**src/rtl/tdl_pkg.sv**
```systemverilog
// tdl_pkg: shared types, codes and tables for the table-driven lexer.
// Character columns, token classes, scan states, keyword table, classifier.
// No dependencies.
package tdl_pkg;

    // character columns
    typedef logic [4:0] col_t;
    localparam col_t COL_LETTER  = 5'd0;
    localparam col_t COL_DIGIT   = 5'd1;
    localparam col_t COL_COLON   = 5'd2;
    localparam col_t COL_EQUAL   = 5'd3;
    localparam col_t COL_PLUS    = 5'd4;
    localparam col_t COL_MINUS   = 5'd5;
    localparam col_t COL_LESS    = 5'd6;
    localparam col_t COL_GREATER = 5'd7;
    localparam col_t COL_SEMI    = 5'd8;
    localparam col_t COL_COMMA   = 5'd9;
    localparam col_t COL_LPAREN  = 5'd10;
    localparam col_t COL_RPAREN  = 5'd11;
    localparam col_t COL_LBRACE  = 5'd12;
    localparam col_t COL_RBRACE  = 5'd13;
    localparam col_t COL_QUOTE   = 5'd14;
    localparam col_t COL_TAB     = 5'd15;
    localparam col_t COL_LF      = 5'd16;
    localparam col_t COL_SPACE   = 5'd17;
    localparam col_t COL_PERIOD  = 5'd18;
    localparam col_t COL_STAR    = 5'd19;
    localparam col_t COL_SLASH   = 5'd20;
    localparam col_t COL_END     = 5'd21;
    localparam col_t COL_FOREIGN = 5'd22;

    // token classes
    typedef logic [5:0] class_t;
    localparam class_t CLS_BAD_NUMBER  = 6'd0;
    localparam class_t CLS_INTEGER     = 6'd1;
    localparam class_t CLS_IDENT       = 6'd2;
    localparam class_t CLS_BECOMES     = 6'd3;
    localparam class_t CLS_PLUS        = 6'd4;
    localparam class_t CLS_MINUS       = 6'd5;
    localparam class_t CLS_EQUAL       = 6'd6;
    localparam class_t CLS_LESS        = 6'd7;
    localparam class_t CLS_NOT_EQUAL   = 6'd8;
    localparam class_t CLS_LESS_EQ     = 6'd9;
    localparam class_t CLS_GREATER     = 6'd10;
    localparam class_t CLS_GREATER_EQ  = 6'd11;
    localparam class_t CLS_SEMI        = 6'd12;
    localparam class_t CLS_COMMA       = 6'd13;
    localparam class_t CLS_RPAREN      = 6'd14;
    localparam class_t CLS_LPAREN      = 6'd15;
    localparam class_t CLS_BAD_ASSIGN  = 6'd16;
    localparam class_t CLS_PERIOD      = 6'd17;
    localparam class_t CLS_STAR        = 6'd18;
    localparam class_t CLS_SLASH       = 6'd19;
    localparam class_t CLS_FOREIGN     = 6'd20;
    localparam class_t CLS_BAD_COMMENT = 6'd21;
    localparam class_t CLS_KEYWORD0    = 6'd22;
    localparam class_t CLS_END         = 6'd33;

    typedef enum logic [4:0] {
        ST_START   = 5'd0,
        ST_NUMBER  = 5'd1,
        ST_IDENT   = 5'd4,
        ST_COLON   = 5'd6,
        ST_LESS    = 5'd11,
        ST_GREATER = 5'd15,
        ST_COMMENT = 5'd22
    } scan_state_t;

    // one classified source byte
    typedef struct packed {
        col_t       col;
        logic [7:0] ch;
    } item_t;

    localparam int QUEUE_DEPTH = 4;
    localparam int QUEUE_PTR_W = 2;
    localparam int QUEUE_CNT_W = 3;

    // keywords, right-justified strings; char i sits at [(len-1-i)*8 +: 8]
    localparam int KW_COUNT = 11;
    localparam int KW_MAX   = 9;
    localparam logic [8*KW_MAX-1:0] KW_TEXT [KW_COUNT] = '{
        "CONST", "VAR", "PROCEDURE", "CALL", "BEGIN", "END",
        "IF", "THEN", "WHILE", "DO", "ODD"
    };
    localparam int KW_LEN [KW_COUNT] = '{5, 3, 9, 4, 5, 3, 2, 4, 5, 2, 3};

    function automatic col_t classify(input logic [7:0] c, input logic eoi);
        col_t col;
        begin
            col = COL_FOREIGN;
            if (eoi)
            begin
                col = COL_END;
            end
            else if ((c >= "a" && c <= "z") || (c >= "A" && c <= "Z"))
            begin
                col = COL_LETTER;
            end
            else if (c >= "0" && c <= "9")
            begin
                col = COL_DIGIT;
            end
            else
            begin
                case (c)
                    ":":     col = COL_COLON;
                    "=":     col = COL_EQUAL;
                    "+":     col = COL_PLUS;
                    "-":     col = COL_MINUS;
                    "<":     col = COL_LESS;
                    ">":     col = COL_GREATER;
                    ";":     col = COL_SEMI;
                    ",":     col = COL_COMMA;
                    "(":     col = COL_LPAREN;
                    ")":     col = COL_RPAREN;
                    "{":     col = COL_LBRACE;
                    "}":     col = COL_RBRACE;
                    8'h27:   col = COL_QUOTE;
                    8'h09:   col = COL_TAB;
                    8'h0A:   col = COL_LF;
                    8'h20:   col = COL_SPACE;
                    ".":     col = COL_PERIOD;
                    "*":     col = COL_STAR;
                    "/":     col = COL_SLASH;
                    default: col = COL_FOREIGN;
                endcase
            end
            return col;
        end
    endfunction

endpackage

```
**src/rtl/table_driven_lexer.sv**
```systemverilog
// table_driven_lexer: top level over tdl_front, tdl_queue and tdl_back (tdl_pkg).
// A source byte passes the input stage, a queue entry and the output register
// before its first token shows. Throughput: one source byte per cycle while the
// queue has room; one token per cycle leaves unless stalled, so a byte yielding
// two tokens holds the next token-making byte until the spill register empties.
// Reset: scan state start, lexeme count 0, line count 1, queue and output empty.
module table_driven_lexer
    import tdl_pkg::*;
#(
    parameter int LEXEME_LIMIT  = 100,
    parameter int KEYWORD_CHARS = 9,
    parameter int LINE_BITS     = 16
)
(
    input  logic                                clk,
    input  logic                                rst_n,
    // source byte channel
    input  logic                                src_valid,
    output logic                                src_stall,
    input  logic [7:0]                          character,
    input  logic                                end_of_input,
    // token channel
    output logic                                tok_valid,
    input  logic                                tok_stall,
    output logic [5:0]                          token_class,
    output logic [$clog2(LEXEME_LIMIT + 1)-1:0] lexeme_length,
    output logic [LINE_BITS-1:0]                line_number,
    output logic                                last_of_run
);

    localparam int LEN_W = $clog2(LEXEME_LIMIT + 1);

    // front -> queue
    logic  front_valid;
    item_t front_item;
    logic  front_ready;

    // queue -> engine
    logic  head_valid;
    item_t head_item;
    logic  head_pop;

    // Front: registers the byte and its column. It keeps taking transfers
    // as long as the queue has room, whatever the token side is doing.
    tdl_front u_front (
        .clk          (clk),
        .rst_n        (rst_n),
        .src_valid    (src_valid),
        .src_stall    (src_stall),
        .character    (character),
        .end_of_input (end_of_input),
        .item_valid   (front_valid),
        .item         (front_item),
        .item_ready   (front_ready)
    );

    // Short queue decoupling classification from the scan engine.
    tdl_queue u_queue (
        .clk        (clk),
        .rst_n      (rst_n),
        .push_valid (front_valid),
        .push_item  (front_item),
        .push_ready (front_ready),
        .pop_valid  (head_valid),
        .pop_item   (head_item),
        .pop        (head_pop)
    );

    // Engine: one table step per byte, plus the restart from the start state
    // in the same cycle when the lookahead is not consumed. The output
    // register and a one-token spill register carry the results.
    // The keyword window is not cleared; only entries already written are compared.
    tdl_back #(
        .LEXEME_LIMIT  (LEXEME_LIMIT),
        .KEYWORD_CHARS (KEYWORD_CHARS),
        .LINE_BITS     (LINE_BITS),
        .LEN_W         (LEN_W)
    ) u_back (
        .clk           (clk),
        .rst_n         (rst_n),
        .item_valid    (head_valid),
        .item          (head_item),
        .item_pop      (head_pop),
        .tok_valid     (tok_valid),
        .tok_stall     (tok_stall),
        .token_class   (token_class),
        .lexeme_length (lexeme_length),
        .line_number   (line_number),
        .last_of_run   (last_of_run)
    );

endmodule

```
**src/rtl/tdl_front.sv**
```systemverilog
// tdl_front: input register stage, classifies each source byte into a column.
// Depends on tdl_pkg.
module tdl_front
    import tdl_pkg::*;
(
    input  logic       clk,
    input  logic       rst_n,
    input  logic       src_valid,
    output logic       src_stall,
    input  logic [7:0] character,
    input  logic       end_of_input,
    output logic       item_valid,
    output item_t      item,
    input  logic       item_ready
);

    logic  valid_reg;
    logic  valid_next;
    item_t item_reg;

    // hold while the stage is full and the queue cannot take it
    assign src_stall  = valid_reg && !item_ready;
    assign valid_next = src_stall ? valid_reg : src_valid;

    always_ff @(posedge clk or negedge rst_n)
    begin
        if (!rst_n)
        begin
            valid_reg <= 1'b0;
        end
        else
        begin
            valid_reg <= valid_next;
        end
    end

    always_ff @(posedge clk)
    begin
        if (!src_stall && src_valid)
        begin
            item_reg.col <= classify(character, end_of_input);
            item_reg.ch  <= character;
        end
    end

    assign item_valid = valid_reg;
    assign item       = item_reg;

endmodule

```
**src/rtl/tdl_queue.sv**
```systemverilog
// tdl_queue: short FIFO of classified bytes between front and lexer engine.
// Depends on tdl_pkg.
module tdl_queue
    import tdl_pkg::*;
(
    input  logic  clk,
    input  logic  rst_n,
    input  logic  push_valid,
    input  item_t push_item,
    output logic  push_ready,
    output logic  pop_valid,
    output item_t pop_item,
    input  logic  pop
);

    item_t                  entry_reg [QUEUE_DEPTH];
    logic [QUEUE_PTR_W-1:0] wr_ptr_reg;
    logic [QUEUE_PTR_W-1:0] wr_ptr_next;
    logic [QUEUE_PTR_W-1:0] rd_ptr_reg;
    logic [QUEUE_PTR_W-1:0] rd_ptr_next;
    logic [QUEUE_CNT_W-1:0] count_reg;
    logic [QUEUE_CNT_W-1:0] count_next;
    logic                   do_push;
    logic                   do_pop;

    assign push_ready = (count_reg != QUEUE_CNT_W'(QUEUE_DEPTH));
    assign pop_valid  = (count_reg != '0);
    assign pop_item   = entry_reg[rd_ptr_reg];
    assign do_push    = push_valid && push_ready;
    assign do_pop     = pop && pop_valid;

    always_comb
    begin
        wr_ptr_next = do_push ? wr_ptr_reg + QUEUE_PTR_W'(1) : wr_ptr_reg;
        rd_ptr_next = do_pop  ? rd_ptr_reg + QUEUE_PTR_W'(1) : rd_ptr_reg;
        count_next  = count_reg;
        if (do_push && !do_pop)
        begin
            count_next = count_reg + QUEUE_CNT_W'(1);
        end
        else if (do_pop && !do_push)
        begin
            count_next = count_reg - QUEUE_CNT_W'(1);
        end
    end

    always_ff @(posedge clk or negedge rst_n)
    begin
        if (!rst_n)
        begin
            wr_ptr_reg <= '0;
            rd_ptr_reg <= '0;
            count_reg  <= '0;
        end
        else
        begin
            wr_ptr_reg <= wr_ptr_next;
            rd_ptr_reg <= rd_ptr_next;
            count_reg  <= count_next;
        end
    end

    always_ff @(posedge clk)
    begin
        if (do_push)
        begin
            entry_reg[wr_ptr_reg] <= push_item;
        end
    end

endmodule

```
**src/rtl/tdl_back.sv**
```systemverilog
// tdl_back: lexer engine, depends on tdl_pkg; runs the scan state machine on
// one byte per cycle unless stalled; restarts from start in the same cycle.
module tdl_back
    import tdl_pkg::*;
#(
    parameter int LEXEME_LIMIT  = 100,
    parameter int KEYWORD_CHARS = 9,
    parameter int LINE_BITS     = 16,
    parameter int LEN_W         = 7
)
(
    input  logic                 clk,
    input  logic                 rst_n,
    input  logic                 item_valid,
    input  item_t                item,
    output logic                 item_pop,
    output logic                 tok_valid,
    input  logic                 tok_stall,
    output logic [5:0]           token_class,
    output logic [LEN_W-1:0]     lexeme_length,
    output logic [LINE_BITS-1:0] line_number,
    output logic                 last_of_run
);

    localparam int KW_IDX_W = $clog2(KEYWORD_CHARS);

    typedef struct packed {
        class_t               cls;
        logic [LEN_W-1:0]     len;
        logic [LINE_BITS-1:0] line;
        logic                 last;
    } result_t;

    scan_state_t          state_reg;
    scan_state_t          state_next;
    logic [LEN_W-1:0]     count_reg;
    logic [LEN_W-1:0]     count_next;
    logic [LINE_BITS-1:0] line_reg;
    logic [LINE_BITS-1:0] line_next;
    logic [7:0]           window_reg [KEYWORD_CHARS];

    logic                 out_valid_reg;
    logic                 out_valid_next;
    result_t              out_reg;
    logic                 pend_valid_reg;
    logic                 pend_valid_next;
    result_t              pend_reg;

    logic                 win_wr;
    logic [KW_IDX_W-1:0]  win_idx;
    logic [LEN_W-1:0]     len_inc;
    logic                 e0_valid;
    class_t               e0_cls;
    logic [LEN_W-1:0]     e0_len;
    logic                 e1_valid;
    class_t               e1_cls;
    logic [LEN_W-1:0]     e1_len;
    logic                 restart;
    logic                 out_free;
    logic                 load_out;
    logic                 move_pend;
    class_t               kw_cls;
    logic                 kw_hit;
    result_t              res0;
    result_t              res1;

    // keyword lookup over the window, all keywords compared in parallel
    always_comb
    begin
        kw_hit = 1'b0;
        kw_cls = CLS_IDENT;
        for (int k = KW_COUNT - 1; k >= 0; k--)
        begin
            logic same;
            same = (count_reg == LEN_W'(KW_LEN[k]));
            for (int i = 0; i < KW_MAX; i++)
            begin
                int pos;
                pos = (i < KW_LEN[k]) ? (KW_LEN[k] - 1 - i) : 0;
                if (i < KW_LEN[k] && window_reg[i] != KW_TEXT[k][pos * 8 +: 8])
                begin
                    same = 1'b0;
                end
            end
            if (same)
            begin
                kw_hit = 1'b1;
                kw_cls = CLS_KEYWORD0 + class_t'(k);
            end
        end
    end

    always_comb
    begin
        state_next = state_reg;
        count_next = count_reg;
        line_next  = line_reg;
        win_wr     = 1'b0;
        win_idx    = count_reg[KW_IDX_W-1:0];
        e0_valid   = 1'b0;
        e0_cls     = CLS_IDENT;
        e0_len     = count_reg;
        e1_valid   = 1'b0;
        e1_cls     = CLS_END;
        e1_len     = '0;
        restart    = 1'b0;
        len_inc    = (count_reg < LEN_W'(LEXEME_LIMIT)) ? count_reg + LEN_W'(1) : count_reg;

        // first step: the gathering states
        case (state_reg)
            ST_NUMBER:
            begin
                if (item.col == COL_DIGIT)
                begin
                    win_wr     = (int'(count_reg) < KEYWORD_CHARS);
                    count_next = len_inc;
                end
                else if (item.col == COL_LETTER)
                begin
                    e0_valid   = 1'b1;
                    e0_cls     = CLS_BAD_NUMBER;
                    e0_len     = len_inc;
                    state_next = ST_START;
                    count_next = '0;
                end
                else
                begin
                    e0_valid = 1'b1;
                    e0_cls   = CLS_INTEGER;
                    restart  = 1'b1;
                end
            end
            ST_IDENT:
            begin
                if (item.col == COL_LETTER || item.col == COL_DIGIT)
                begin
                    win_wr     = (int'(count_reg) < KEYWORD_CHARS);
                    count_next = len_inc;
                end
                else
                begin
                    e0_valid = 1'b1;
                    e0_cls   = kw_hit ? kw_cls : CLS_IDENT;
                    restart  = 1'b1;
                end
            end
            ST_COLON:
            begin
                e0_valid = 1'b1;
                if (item.col == COL_EQUAL)
                begin
                    e0_cls     = CLS_BECOMES;
                    e0_len     = len_inc;
                    state_next = ST_START;
                    count_next = '0;
                end
                else
                begin
                    e0_cls  = CLS_BAD_ASSIGN;
                    restart = 1'b1;
                end
            end
            ST_LESS:
            begin
                e0_valid = 1'b1;
                if (item.col == COL_EQUAL || item.col == COL_GREATER)
                begin
                    e0_cls     = (item.col == COL_EQUAL) ? CLS_LESS_EQ : CLS_NOT_EQUAL;
                    e0_len     = len_inc;
                    state_next = ST_START;
                    count_next = '0;
                end
                else
                begin
                    e0_cls  = CLS_LESS;
                    restart = 1'b1;
                end
            end
            ST_GREATER:
            begin
                e0_valid = 1'b1;
                if (item.col == COL_EQUAL)
                begin
                    e0_cls     = CLS_GREATER_EQ;
                    e0_len     = len_inc;
                    state_next = ST_START;
                    count_next = '0;
                end
                else
                begin
                    e0_cls  = CLS_GREATER;
                    restart = 1'b1;
                end
            end
            ST_COMMENT:
            begin
                if (item.col == COL_RBRACE)
                begin
                    state_next = ST_START;
                    count_next = '0;
                end
                else if (item.col == COL_LF || item.col == COL_END)
                begin
                    e0_valid = 1'b1;
                    e0_cls   = CLS_BAD_COMMENT;
                    restart  = 1'b1;
                end
                else
                begin
                    win_wr     = (int'(count_reg) < KEYWORD_CHARS);
                    count_next = len_inc;
                end
            end
            default:
            begin
                restart = 1'b1;
            end
        endcase

        // second step: from the start state, same byte
        if (restart)
        begin
            state_next = ST_START;
            count_next = '0;
            e1_len     = LEN_W'(1);
            case (item.col)
                COL_LETTER:  state_next = ST_IDENT;
                COL_DIGIT:   state_next = ST_NUMBER;
                COL_COLON:   state_next = ST_COLON;
                COL_LESS:    state_next = ST_LESS;
                COL_GREATER: state_next = ST_GREATER;
                COL_LBRACE:  state_next = ST_COMMENT;
                COL_LF:
                begin
                    if (line_reg != '1)
                    begin
                        line_next = line_reg + LINE_BITS'(1);
                    end
                end
                COL_END:
                begin
                    e1_valid = 1'b1;
                    e1_cls   = CLS_END;
                    e1_len   = '0;
                end
                COL_EQUAL:   begin e1_valid = 1'b1; e1_cls = CLS_EQUAL;       end
                COL_PLUS:    begin e1_valid = 1'b1; e1_cls = CLS_PLUS;        end
                COL_MINUS:   begin e1_valid = 1'b1; e1_cls = CLS_MINUS;       end
                COL_SEMI:    begin e1_valid = 1'b1; e1_cls = CLS_SEMI;        end
                COL_COMMA:   begin e1_valid = 1'b1; e1_cls = CLS_COMMA;       end
                COL_LPAREN:  begin e1_valid = 1'b1; e1_cls = CLS_LPAREN;      end
                COL_RPAREN:  begin e1_valid = 1'b1; e1_cls = CLS_RPAREN;      end
                COL_RBRACE:  begin e1_valid = 1'b1; e1_cls = CLS_BAD_COMMENT; end
                COL_PERIOD:  begin e1_valid = 1'b1; e1_cls = CLS_PERIOD;      end
                COL_STAR:    begin e1_valid = 1'b1; e1_cls = CLS_STAR;        end
                COL_SLASH:   begin e1_valid = 1'b1; e1_cls = CLS_SLASH;       end
                COL_FOREIGN: begin e1_valid = 1'b1; e1_cls = CLS_FOREIGN;     end
                default:     ;
            endcase
            if (state_next != ST_START)
            begin
                // lexeme opens with this byte
                count_next = LEN_W'(1);
                win_wr     = 1'b1;
                win_idx    = '0;
            end
        end
    end

    // result ordering: gather result first, start-state result second
    always_comb
    begin
        res0.cls  = e0_valid ? e0_cls : e1_cls;
        res0.len  = e0_valid ? e0_len : e1_len;
        res0.line = line_reg;
        res0.last = !(e0_valid && e1_valid);
        res1.cls  = e1_cls;
        res1.len  = e1_len;
        res1.line = line_reg;
        res1.last = 1'b1;
    end

    assign out_free  = !out_valid_reg || !tok_stall;
    assign move_pend = pend_valid_reg && out_free;
    // an item that makes no token never waits on the output side
    assign item_pop  = item_valid &&
                       (!(e0_valid || e1_valid) || (!pend_valid_reg && out_free));
    assign load_out  = item_pop && (e0_valid || e1_valid);

    always_comb
    begin
        pend_valid_next = pend_valid_reg;
        out_valid_next  = out_valid_reg;
        if (move_pend)
        begin
            out_valid_next  = 1'b1;
            pend_valid_next = 1'b0;
        end
        else if (load_out)
        begin
            out_valid_next  = 1'b1;
            pend_valid_next = e0_valid && e1_valid;
        end
        else if (out_valid_reg && !tok_stall)
        begin
            out_valid_next = 1'b0;
        end
    end

    always_ff @(posedge clk or negedge rst_n)
    begin
        if (!rst_n)
        begin
            state_reg      <= ST_START;
            count_reg      <= '0;
            line_reg       <= LINE_BITS'(1);
            out_valid_reg  <= 1'b0;
            pend_valid_reg <= 1'b0;
        end
        else
        begin
            if (item_pop)
            begin
                state_reg <= state_next;
                count_reg <= count_next;
                line_reg  <= line_next;
            end
            out_valid_reg  <= out_valid_next;
            pend_valid_reg <= pend_valid_next;
        end
    end

    always_ff @(posedge clk)
    begin
        if (item_pop && win_wr)
        begin
            window_reg[win_idx] <= item.ch;
        end
        if (move_pend)
        begin
            out_reg <= pend_reg;
        end
        else if (load_out)
        begin
            out_reg <= res0;
        end
        if (load_out && e0_valid && e1_valid)
        begin
            pend_reg <= res1;
        end
    end

    assign tok_valid     = out_valid_reg;
    assign token_class   = out_reg.cls;
    assign lexeme_length = out_reg.len;
    assign line_number   = out_reg.line;
    assign last_of_run   = out_reg.last;

endmodule

```
**config.mk**
```make
export PLATFORM = sky130hd
export DESIGN_NAME = table_driven_lexer
export DESIGN_NICKNAME = d
export VERILOG_FILES = /design/src/rtl/tdl_pkg.sv /design/src/rtl/table_driven_lexer.sv /design/src/rtl/tdl_front.sv /design/src/rtl/tdl_queue.sv /design/src/rtl/tdl_back.sv
export SDC_FILE = /design/constraint.sdc
export NUM_CORES = 1
export LEC_CHECK = 0
export BUFFER_PORTS_ARGS = -buffer_cell sky130_fd_sc_hd__buf_2
export CAP_MARGIN = 10
export CORE_ASPECT_RATIO = 1.25
export CORE_UTILIZATION = 62
export DETAILED_ROUTE_END_ITERATION = 7
export PLACE_DENSITY = 0.86
export SYNTH_ARGS = -nofsm -noshare
export SYNTH_HDL_FRONTEND = slang
export SYNTH_HIERARCHICAL = 1
export SYNTH_SLANG_ARGS = --single-unit
```
**constraint.sdc**
```tcl
create_clock -name clk -period 8.14 [get_ports clk]
set_clock_uncertainty 0.15 [all_clocks]
set_input_delay 0.407 -clock clk [delete_from_list [all_inputs] [get_ports clk]]
set_output_delay 0.407 -clock clk [all_outputs]
set_load 0.05 [all_outputs]
```
==> results.yml, run 1 <==
outcome:
  status: "finished, final reports clean"
synthesis:
  yosysSeqAreaShare_pct: 62.21
  synth-edff-count: 190
  yosysWarnings: 6
  syn-cell-area_um2: 10700
  ys_async_sr_fraction_pct: 16.67
  postSynthCellCount: 841
  syn_avg_cell_area_um2: 12.72
  ys_ff_latch: 228
  syn_nets: 865
  synth_cell_types: 82
  synth_ff_type: "edfxtp_1"
timing:
  slew_viol_final: 0
  max_slew_margin_pct: 20.11
  fin_crit_sh_pct: 62.52
  tightestPinTransition_ps: 1189
  finalSetupTns_ps: 0
  hold_violations: 0
  fmax_ghz: 0.1965
  fin_crit_ps: 5089
  rsz0062_at_grt: "false"
  setup_viol: 0
die:
  die_width_um: 119.5
  start_util_pct: 63.53
  rows: 53
  core_area_um2: 16840
  die_area_um2: 17790
  num_io_pins: 45
  die_height_um: 148.9
cells_and_area:
  fillCellCount: 1126
  syn2layout_area_growth_pct: 8.687
  multi_input_area_um2: 3749
  largest_reg_flops: 72
  drive_gt1_share_pct: 11.98
  antennaDiodeCount: 0
  nets: 894
  regArea_um2: 6658
min_path:
  min_path_type: "input port to register"
critical_path:
  crit_fanout: 22
  cp.required_ps: 8110
  path_buf_inv: 0
  crit_path_cell_trace: "mux4_1, nor4_1, a32oi_1, nand2b_1, or4_1, nor3b_1"
  cp_slowest_cell: "mux4_1"
  worstSetupPathType: "register to register"
  end_kind: "register"
  start_kind: "register"
  crit_arrival_ps: 5060
  max_stage_delay_ps: 970
  cp_top_family: "simple AND/OR/NAND/NOR gates"
clock_tree:
  clk_latency_ps: 500
  clkTransAtPathRegs_ps: 60
  cts_tree: "yes"
  post_cts_buffers: 0
  cts_buffers: 21
  cts.path.max_buffers: 3
  cts_max_level: 1
  cts_sinks: 228
  ctsRootBufferMaster: "clkbuf_16"
global_routing:
  grt_max_degree: 39
  grt_pass1_vias: 7064
  antenna_found_initial: 0
  grt-ovfl-total: 0
  grt_pass1_wl_mm: 36.58
  grt_use_total_pct: 26.47
placed_design:
  io_buffers: 44
  hpwl_mm: 16.01
  place_congestion: 0.9557
power_and_ir_drop:
  p_total_mw: 4.252
  p_leak_nw: 4.119
  peakVddDrop_uv: 181.5
  powerDensity_nw_per_um2: 365.5
detailed_routing:
  final_antenna_net_count: 0
  drtPass1Iterations: 6
  wl_per_cell_um: 20.99
  wl_mm: 23.19
  routed_via_density: 6.615
  via_count: 7310
  drt_iter0_drc: 609
  drc: 0
job:
  cap_violations: 0
## cell usage in the layout (no fill, tap or decap), types with 9 or more instances in the layout
cell,count
buf_2,44
nor2_1,44
and2_1,12
a21oi_1,27
xor2_1,9
inv_1,16
nor2b_1,18
nand2_1,104
nand3_1,28
nor4bb_1,10
xnor2_1,21
nor4_1,18
nor3_1,27
nand4_1,18
edfxtp_1,190
and3_1,13
ha_1,10
clkbuf_16,21
nor3b_1,13
nand2b_1,15
o21ai_0,22
dfrtp_1,37
o211ai_1,9
## cell type report
cell class | instances | area share (%)
clock buffers | 30 | 4.895
clock inverters | 8 | 0.5594
inverters | 16 | 0.5163
multi-input cells | 555 | 32.23
flip-flops and latches | 228 | 57.24
well taps | 220 | 2.367
repair buffers | 48 | 2.194
## final timing paths
check | slack [ps] | from | cells past startpoint | end
worst min register to register | 360 | u_front/item[7] | 0 | u_queue/entry_reg[0][7]
worst max-delay path | 3050 | u_queue/rd_ptr_reg[0] | 6 | u_back/window_reg[6][5]
max in group asynchronous | 6860 | rst_n | 2 | u_back/line_reg[11]
worst min-delay path | 60 | character[5] | 1 | u_front/item[5]
min in group asynchronous | 440 | rst_n | 2 | u_back/line_reg[3]
worst max register to register | 3050 | u_queue/rd_ptr_reg[0] | 6 | u_back/window_reg[6][5]
## logic make-up (layout without fill, tap and decap cells)
family / Yosys count / count (layout) / synth area share (%)
XOR/XNOR: 30 / 30 / 2.455
AO/OA/AOI/OAI: 123 / 123 / 8.161
multiplexers: 20 / 20 / 3.624
flip-flops: 228 / 228 / 62.21
adder cells (fa/ha/maj): 11 / 11 / 1.356
buffers and inverters: 58 / 102 / 2.794
AND/OR/NAND/NOR: 371 / 371 / 19.40
## Yosys cell counts, types with 4 or more instances
cell type  instances  area, um2
a21oi_1           27      135.1
a31oi_1            7      43.79
and2_1            12      75.07
and3_1            13      81.33
and4b_1            4      40.04
buf_2             10      50.05
buf_6              6      67.56
clkbuf_1          22      82.58
dfrtp_1           37      925.9
edfxtp_1         190       5705
ha_1              10      125.1
inv_1             16      60.06
mux2_2             5      56.30
mux4_1             5      131.4
mux4_2             8      180.2
nand2_1          104      390.4
nand2b_1          15      93.84
nand3_1           28      140.1
nand3b_1           7      52.55
nand4_1           18      112.6
nand4b_1           7      61.31
nor2_1            44      165.2
nor2b_1           18      112.6
nor3_1            27      135.1
nor3b_1           13      97.59
nor4_1            18      112.6
nor4b_1            8      70.07
nor4bb_1          10      100.1
o211ai_1           9      67.56
o21a_1             4      30.03
o21ai_0           22      110.1
o22ai_1            8      50.05
xnor2_1           21      183.9
xor2_1             9      78.83
## report_power, final
| part | total [mW] | switching [mW] | internal, mW |
|---|---|---|---|
| sequential | 1.83 | 0.159 | 1.67 |
| clock | 0.915 | 0.396 | 0.519 |
| combinational | 1.51 | 1.07 | 0.443 |
| total | 4.25 | 1.62 | 2.63 |
## per-stage QoR
stage | setup WS (ps) | hold slack [ps] | cells | utilization (%) | area (um2)
after floorplan | 2766 | -38.59 | 841 | - | 10700
final | 3051 | 60.78 | 1105 | 69.05 | 11630
after global routing | 2688 | 69.71 | 1105 | 69.05 | 11630
after CTS | 3034 | 50.37 | 1105 | 69.05 | 11630
after detailed placement | 3055 | 339.5 | 1065 | 65.17 | 10980
after global placement | 3176 | 320.5 | 1065 | 65.17 | 10980
## timing repair
| item | CTS | global route |
|---|---|---|
| setup endpoints to repair | 0 | 0 |
| endpoints found under the hold margin | 38 | 0 |
| resized for setup | 0 | 0 |
| hold buffers | 2 | 0 |
## metal layers
metal | up-vias | wire length (um) | global-route usage (%)
li1 | 3270 | - | -
met1 | 3551 | 8562 | 31.48
met2 | 413 | 12310 | 48.15
met3 | 76 | 1496 | 3.708
met4 | 0 | 823 | 10.88
met5 | - | 0 | 0
(Power assumes the default switching activity.)
==> run 2, diff against run 1 <==
--- a/config.mk
+++ b/config.mk
@@ -5,6 +5,7 @@
 export SDC_FILE = /design/constraint.sdc
 export NUM_CORES = 1
 export LEC_CHECK = 0
+export ABC_AREA = 1
 export BUFFER_PORTS_ARGS = -buffer_cell sky130_fd_sc_hd__buf_2
 export CAP_MARGIN = 10
 export CORE_ASPECT_RATIO = 1.25
==> constraint.sdc (replaced) <==
create_clock -name clk -period 5 [get_ports clk]
set_clock_uncertainty 0.15 [all_clocks]
set_input_delay 0.25 -clock clk [delete_from_list [all_inputs] [get_ports clk]]
set_output_delay 0.25 -clock clk [all_outputs]
set_load 0.05 [all_outputs]
==> results.yml, run 2 <==
outcome:
  status: "finished, final reports clean"
die:
  die_width_um: 122.5
  rows: 54
  die_area_um2: 18690
  start_util_pct: 63.79
  die_height_um: 152.6
  core_area_um2: 17630
  num_io_pins: 45
clock_tree:
  cts_max_level: 1
  cts_buffers: 22
  cts_tree: "yes"
  cts.path.max_buffers: 3
  cts_sinks: 228
  clk_latency_ps: 510
  post_cts_buffers: 0
  clkTransAtPathRegs_ps: 70
  ctsRootBufferMaster: "clkbuf_16"
critical_path:
  cp_slowest_cell: "fa_1"
  reg2reg_slack_ps: 1040
  crit_fanout: 26
  timing.critical_path.mode_cell: "nand2_1"
  crit_arrival_ps: 4200
  worstSetupStartpoint: "u_queue/rd_ptr_reg[0]"
  worstReg2RegEnd: "u_queue/count_reg[1]"
  max_stage_delay_ps: 410
  ff2ff_path_depth: 19
  crit_path_cell_trace: "inv_2, nand2_1, o211ai_1, nand2_1, nor2_2, nand2_2, nand2_2, nor2_2, nor3_4, nand2_4, clkinv_4, nand2_4, a21oi_4, nand2_1, ha_1, inv_1, fa_1, nand2_1, o21ai_0"
  end_kind: "register"
  worstSetupPathType: "register to register"
  reg2reg_from: "u_queue/rd_ptr_reg[0]"
  start_kind: "register"
  cp.required_ps: 5240
placed_design:
  place_congestion: 0.9451
  hpwl_mm: 17.78
  dp_slack_ps: 1127
  dp_cells: 1460
  place_area_um2: 11720
  io_buffers: 44
synthesis:
  ys_async_sr_fraction_pct: 16.67
  synth_cell_types: 43
  synthAdderAreaFrac_pct: 1.290
  synthTopCellsByArea: "edfxtp_1, nand2_1, dfrtp_1"
  synth_mux_area_share_pct: 0
  synth.most_common_cell: "nand2_1"
  synth_ff_type: "edfxtp_1"
  syn_nets: 1220
  yosysWarnings: 6
  synth_compound_area_share_pct: 5.818
  yosysTopAreaCell: "edfxtp_1"
  syn_avg_cell_area_um2: 9.405
  synth_xor_xnor_area_share_pct: 1.557
  netlist.area_leader.share_pct: 50.72
  synth_simple_gate_area_share_pct: 25.13
  ys_ff_latch: 228
  postSynthCellCount: 1196
  synth-edff-count: 190
  syn-cell-area_um2: 11250
  synth_top_family_by_area: "simple AND/OR/NAND/NOR gates"
  ys_top_cells_by_count: "nand2_1, edfxtp_1, inv_1"
  yosysSeqAreaShare_pct: 59.19
timing:
  fmax_ghz: 0.2523
  setup_viol: 0
  finalSetupTns_ps: 0
  fin_ws_ps: 1037
  max_slew_margin_pct: 19.45
  fin_crit_ps: 3963
  slew_viol_final: 0
  rsz0062_at_grt: "false"
  tightestPinTransition_ps: 1204
  fin_crit_sh_pct: 79.27
  hold_violations: 0
detailed_routing:
  top_layer_used: "met4"
  drtPass1Iterations: 6
  drc: 0
  dr_wl_met2_mm: 13.10
  wl_per_cell_um: 16.50
  routed_via_density: 5.689
  via_count: 8602
  drt_iter0_drc: 913
  final_antenna_net_count: 0
  drt-met1-wl_mm: 9.502
  wl_met3_mm: 1.454
  wl_mm: 24.95
job:
  cap_violations: 0
cells_and_area:
  instances_no_fill: 1512
  syn2layout_area_growth_pct: 11.10
  largest_reg_flops: 72
  drive_gt1_share_pct: 11.41
  antennaDiodeCount: 0
  final_area_um2: 12500
  final_common_cell: "nand2_1"
  layout_common_cells: "nand2_1, edfxtp_1, inv_1"
  nets: 1297
power_and_ir_drop:
  peakVddDrop_uv: 455.6
  p_total_mw: 7.471
  p_leak_nw: 5.305
  powerDensity_nw_per_um2: 597.8
global_routing:
  grt_pass1_wl_mm: 40.32
  grt_pass1_vias: 8532
  grt_max_degree: 47
  grt-ovfl-total: 0
  antenna_found_initial: 0
  grt_use_total_pct: 27.51
min_path:
  min_path_type: "input port to async pin"
## run 2: cell types whose count changed after synthesis, moves of 14 or more
cell	change
nor2_1	+92
nand4_1	+17
nor2b_1	-18
o211ai_1	+18
o21ai_0	+28
clkbuf_1	-16
nand2b_1	-15
xnor2_1	-20
nand2_1	+215
inv_1	+140
inv_2	+14
nand3_1	+41
## run 2: worst max path at each step
| stage | to |
|---|---|
| final | u_queue/count_reg[1] |
| after global routing | u_queue/count_reg[1] |
| after CTS | u_queue/count_reg[1] |
| after detailed placement | u_queue/count_reg[1] |
| after global placement | u_queue/count_reg[1] |
| after floorplan | u_back/last_of_run |
## run 2: through the flow
step | hold slack [ps] | utilization [%]
floorplan | -195.6 | -
global placement | 269.8 | 66.45
detailed placement | 284.4 | 66.45
CTS | 307.4 | 70.82
global route | 333.6 | 70.87
finish | 277.7 | 70.87
## run 2: layout make-up
| class | count | area (um2) |
|---|---|---|
| Inverter | 171 | 646.9 |
| Timing Repair Buffer | 72 | 460.4 |
| Clock inverter | 10 | 52.55 |
| Sequential cell | 228 | 6658 |
| Tap cell | 224 | 280.3 |
| Fill cell | 1296 | 5137 |
| Multi-Input combinational cell | 778 | 3801 |
| Clock buffer | 29 | 598.1 |
## run 2: kinds of logic (layout without fill, tap and decap cells)
| family | count (synthesis) | count (layout) |
|---|---|---|
| AOI/OAI and AO/OA | 107 | 107 |
| xor gates and xnor gates | 20 | 20 |
| adders and majority gates | 11 | 11 |
| buffers and inverters | 190 | 282 |
| DFF | 228 | 228 |
| and+or+nand+nor | 640 | 640 |
## run 2: per-layer routing
layer / GRT usage (%) / up-vias
met5: 0 / -
met4: 12.37 / 0
met3: 3.443 / 79
met2: 48.80 / 345
met1: 32.92 / 4040
li1: - / 4138
## run 2: repair_timing
action / CTS / global route
endpoints found under the setup margin: 0 / 0
hold buffers: 12 / 0
resized for setup: 0 / 0
hold endpoints to repair: 50 / 0
## run 2: power breakdown
| part | internal [mW] | switching, mW | leakage, nW |
|---|---|---|---|
| registers | 2.80 | 0.167 | 2.25 |
| logic | 0.668 | 2.32 | 2.73 |
| clock network | 0.842 | 0.671 | 0.319 |
## run 2: critical path: cells and delay by family, from the launching register on
kind,cells,cell delay (ps)
and+or+nand+nor,11,1600
adders and majority gates,2,650
buffers and inverters,3,490
DFF,1,400
AOI/OAI and AO/OA,3,550
==> run 3, diff against run 2 <==
--- a/config.mk
+++ b/config.mk
@@ -9,9 +9,9 @@
 export BUFFER_PORTS_ARGS = -buffer_cell sky130_fd_sc_hd__buf_2
 export CAP_MARGIN = 10
 export CORE_ASPECT_RATIO = 1.25
-export CORE_UTILIZATION = 62
+export CORE_UTILIZATION = 56
 export DETAILED_ROUTE_END_ITERATION = 7
-export PLACE_DENSITY = 0.86
+export PLACE_DENSITY = 0.82
 export SYNTH_ARGS = -nofsm -noshare
 export SYNTH_HDL_FRONTEND = slang
 export SYNTH_HIERARCHICAL = 1
==> constraint.sdc (replaced) <==
create_clock -name clk -period 3.54 [get_ports clk]
set_clock_uncertainty 0.15 [all_clocks]
set_input_delay 0.177 -clock clk [delete_from_list [all_inputs] [get_ports clk]]
set_output_delay 0.177 -clock clk [all_outputs]
set_load 0.05 [all_outputs]
==> results.yml, run 3 (same netlist as run 2, synthesis figures left out) <==
critical_path:
  worstSetupStartpoint: "u_queue/rd_ptr_reg[0]"
  start_kind: "register"
  path_buf_inv: 3
  crit_path_cell_trace: "clkinv_4, o211ai_1, nand2_1, buf_4, nor2_1, nand3_1, nand2_1, nor3_2, nand3b_1, o21ai_2, nand2_4, a21oi_4, nand2_1, ha_2, inv_1, fa_1, nand2_1, nand3_1, nand2_1, nand2_1"
  cp.required_ps: 3780
  cp_slowest_cell: "dfrtp_2"
  end_kind: "register"
  crit_arrival_ps: 3650
  timing.critical_path.mode_cell: "nand2_1"
  cp_top_family: "simple AND/OR/NAND/NOR gates"
  max_stage_delay_ps: 470
  crit_fanout: 6
  reg2reg_from: "u_queue/rd_ptr_reg[0]"
  worstSetupPathType: "register to register"
die:
  num_io_pins: 45
  die_area_um2: 20660
  start_util_pct: 57.56
  core_area_um2: 19540
  die_width_um: 128.8
  die_height_um: 160.5
  rows: 57
power_and_ir_drop:
  peakVddDrop_uv: 470.6
  p_total_mw: 10.96
  powerDensity_nw_per_um2: 855.4
  p_leak_nw: 5.437
clock_tree:
  cts_max_level: 1
  cts_tree: "yes"
  clkTransAtPathRegs_ps: 60
  clk_latency_ps: 500
  cts_buffers: 22
  ctsRootBufferMaster: "clkbuf_16"
  cts.path.max_buffers: 3
  cts_sinks: 228
timing:
  fin_crit_ps: 3402
  max_slew_margin_pct: 29.71
  slew_viol_final: 0
  fmax_ghz: 0.2939
  setup_viol: 0
  rsz0062_at_grt: "true"
  finalSetupTns_ps: 0
  fin_ws_ps: 138.0
  hold_violations: 0
  tightestPinTransition_ps: 1050
  fin_crit_sh_pct: 96.10
cells_and_area:
  final_common_cell: "nand2_1"
  final_area_um2: 12810
  antennaDiodeCount: 0
  drive_gt1_share_pct: 13.50
  fillCellCount: 1540
  syn2layout_area_growth_pct: 13.93
  nets: 1319
  layout_common_cells: "nand2_1, edfxtp_1, inv_1"
  largest_reg_flops: 72
detailed_routing:
  routed_via_density: 5.511
  wl_mm: 25.38
  via_count: 8685
  drt_iter0_drc: 772
  drc: 0
  final_antenna_net_count: 0
  wl_per_cell_um: 16.10
  drtPass1Iterations: 5
placed_design:
  place_area_um2: 11910
  place_congestion: 0.9409
  dp_slack_ps: 38.75
  io_buffers: 44
  hpwl_mm: 18.09
outcome:
  status: "finished, final reports clean"
global_routing:
  grt_pass1_vias: 8606
  antenna_found_initial: 0
  grt-ovfl-total: 0
  grt_pass1_wl_mm: 41.02
  grt_max_degree: 47
  grt_use_total_pct: 25.31
min_path:
  min_path_type: "input port to async pin"
job:
  cap_violations: 0
## run 3: cell types whose count changed in the layout (fill, tap and decap cells not counted), moves of 2 or more
cell       before  now
nor2_4          2    4
bufinv_16       0    2
nor2_1        136  133
buf_4          16   35
## run 3: what timing repair did
action / in CTS / in global routing
endpoints found under the setup margin: 0 / 95
setup buffers: 0 / 4
hold buffers: 12 / 0
endpoints found under the hold margin: 52 / 0
gates resized for setup: 0 / 16
## run 3: layout make-up
| cell class | instances | area, um2 | share of cell area (%) |
|---|---|---|---|
| Timing Repair inverter | 2 | 13.76 | 0.1074 |
| Sequential cell | 228 | 6659 | 51.96 |
| Clock buffer | 29 | 598.1 | 4.667 |
| Multi-Input combinational cell | 778 | 3834 | 29.92 |
| Inverter | 171 | 651.9 | 5.087 |
| Timing Repair Buffer | 92 | 623.1 | 4.862 |
| Clock inverter | 11 | 103.9 | 0.8104 |
| Tap cell | 265 | 331.6 | 2.587 |
## run 3: power breakdown
group / switching [mW] / internal, mW
logic: 3.34 / 1.15
registers: 0.249 / 3.95
clock network: 0.941 / 1.33
total: 4.53 / 6.43
## run 3: final timing paths
| path | end | slack (ps) | cells after the start |
|---|---|---|---|
| worst max-delay path | u_queue/count_reg[2] | 140 | 20 |
| worst min-delay path | u_back/count_reg[2] | 200 | 2 |
| worst max register to register | u_queue/count_reg[2] | 140 | 20 |
| worst min register to register | u_queue/entry_reg[0][4] | 350 | 0 |
| max in group asynchronous | u_queue/rd_ptr_reg[0] | 2370 | 2 |
| min in group clk | u_front/item_valid | 260 | 4 |
## run 3: routing by layer
| layer | global-route usage, % | share of wire [%] | vias to the layer above |
|---|---|---|---|
| li1 | - | - | 4185 |
| met1 | 30.25 | 39 | 4101 |
| met2 | 45.58 | 52 | 323 |
| met3 | 3.531 | 5.5 | 76 |
| met4 | 10.11 | 3.8 | 0 |
| met5 | 0 | 0 | - |
## run 3: per-stage QoR
| step | hold slack, ps | utilization [%] | cells |
|---|---|---|---|
| final | 203.5 | 65.58 | 1576 |
| after global routing | 260.2 | 65.58 | 1576 |
| after CTS | 250.8 | 65.16 | 1570 |
| after detailed placement | 226.0 | 60.95 | 1518 |
| after global placement | 219.5 | 60.95 | 1518 |
| after floorplan | -268.6 | - | 1196 |
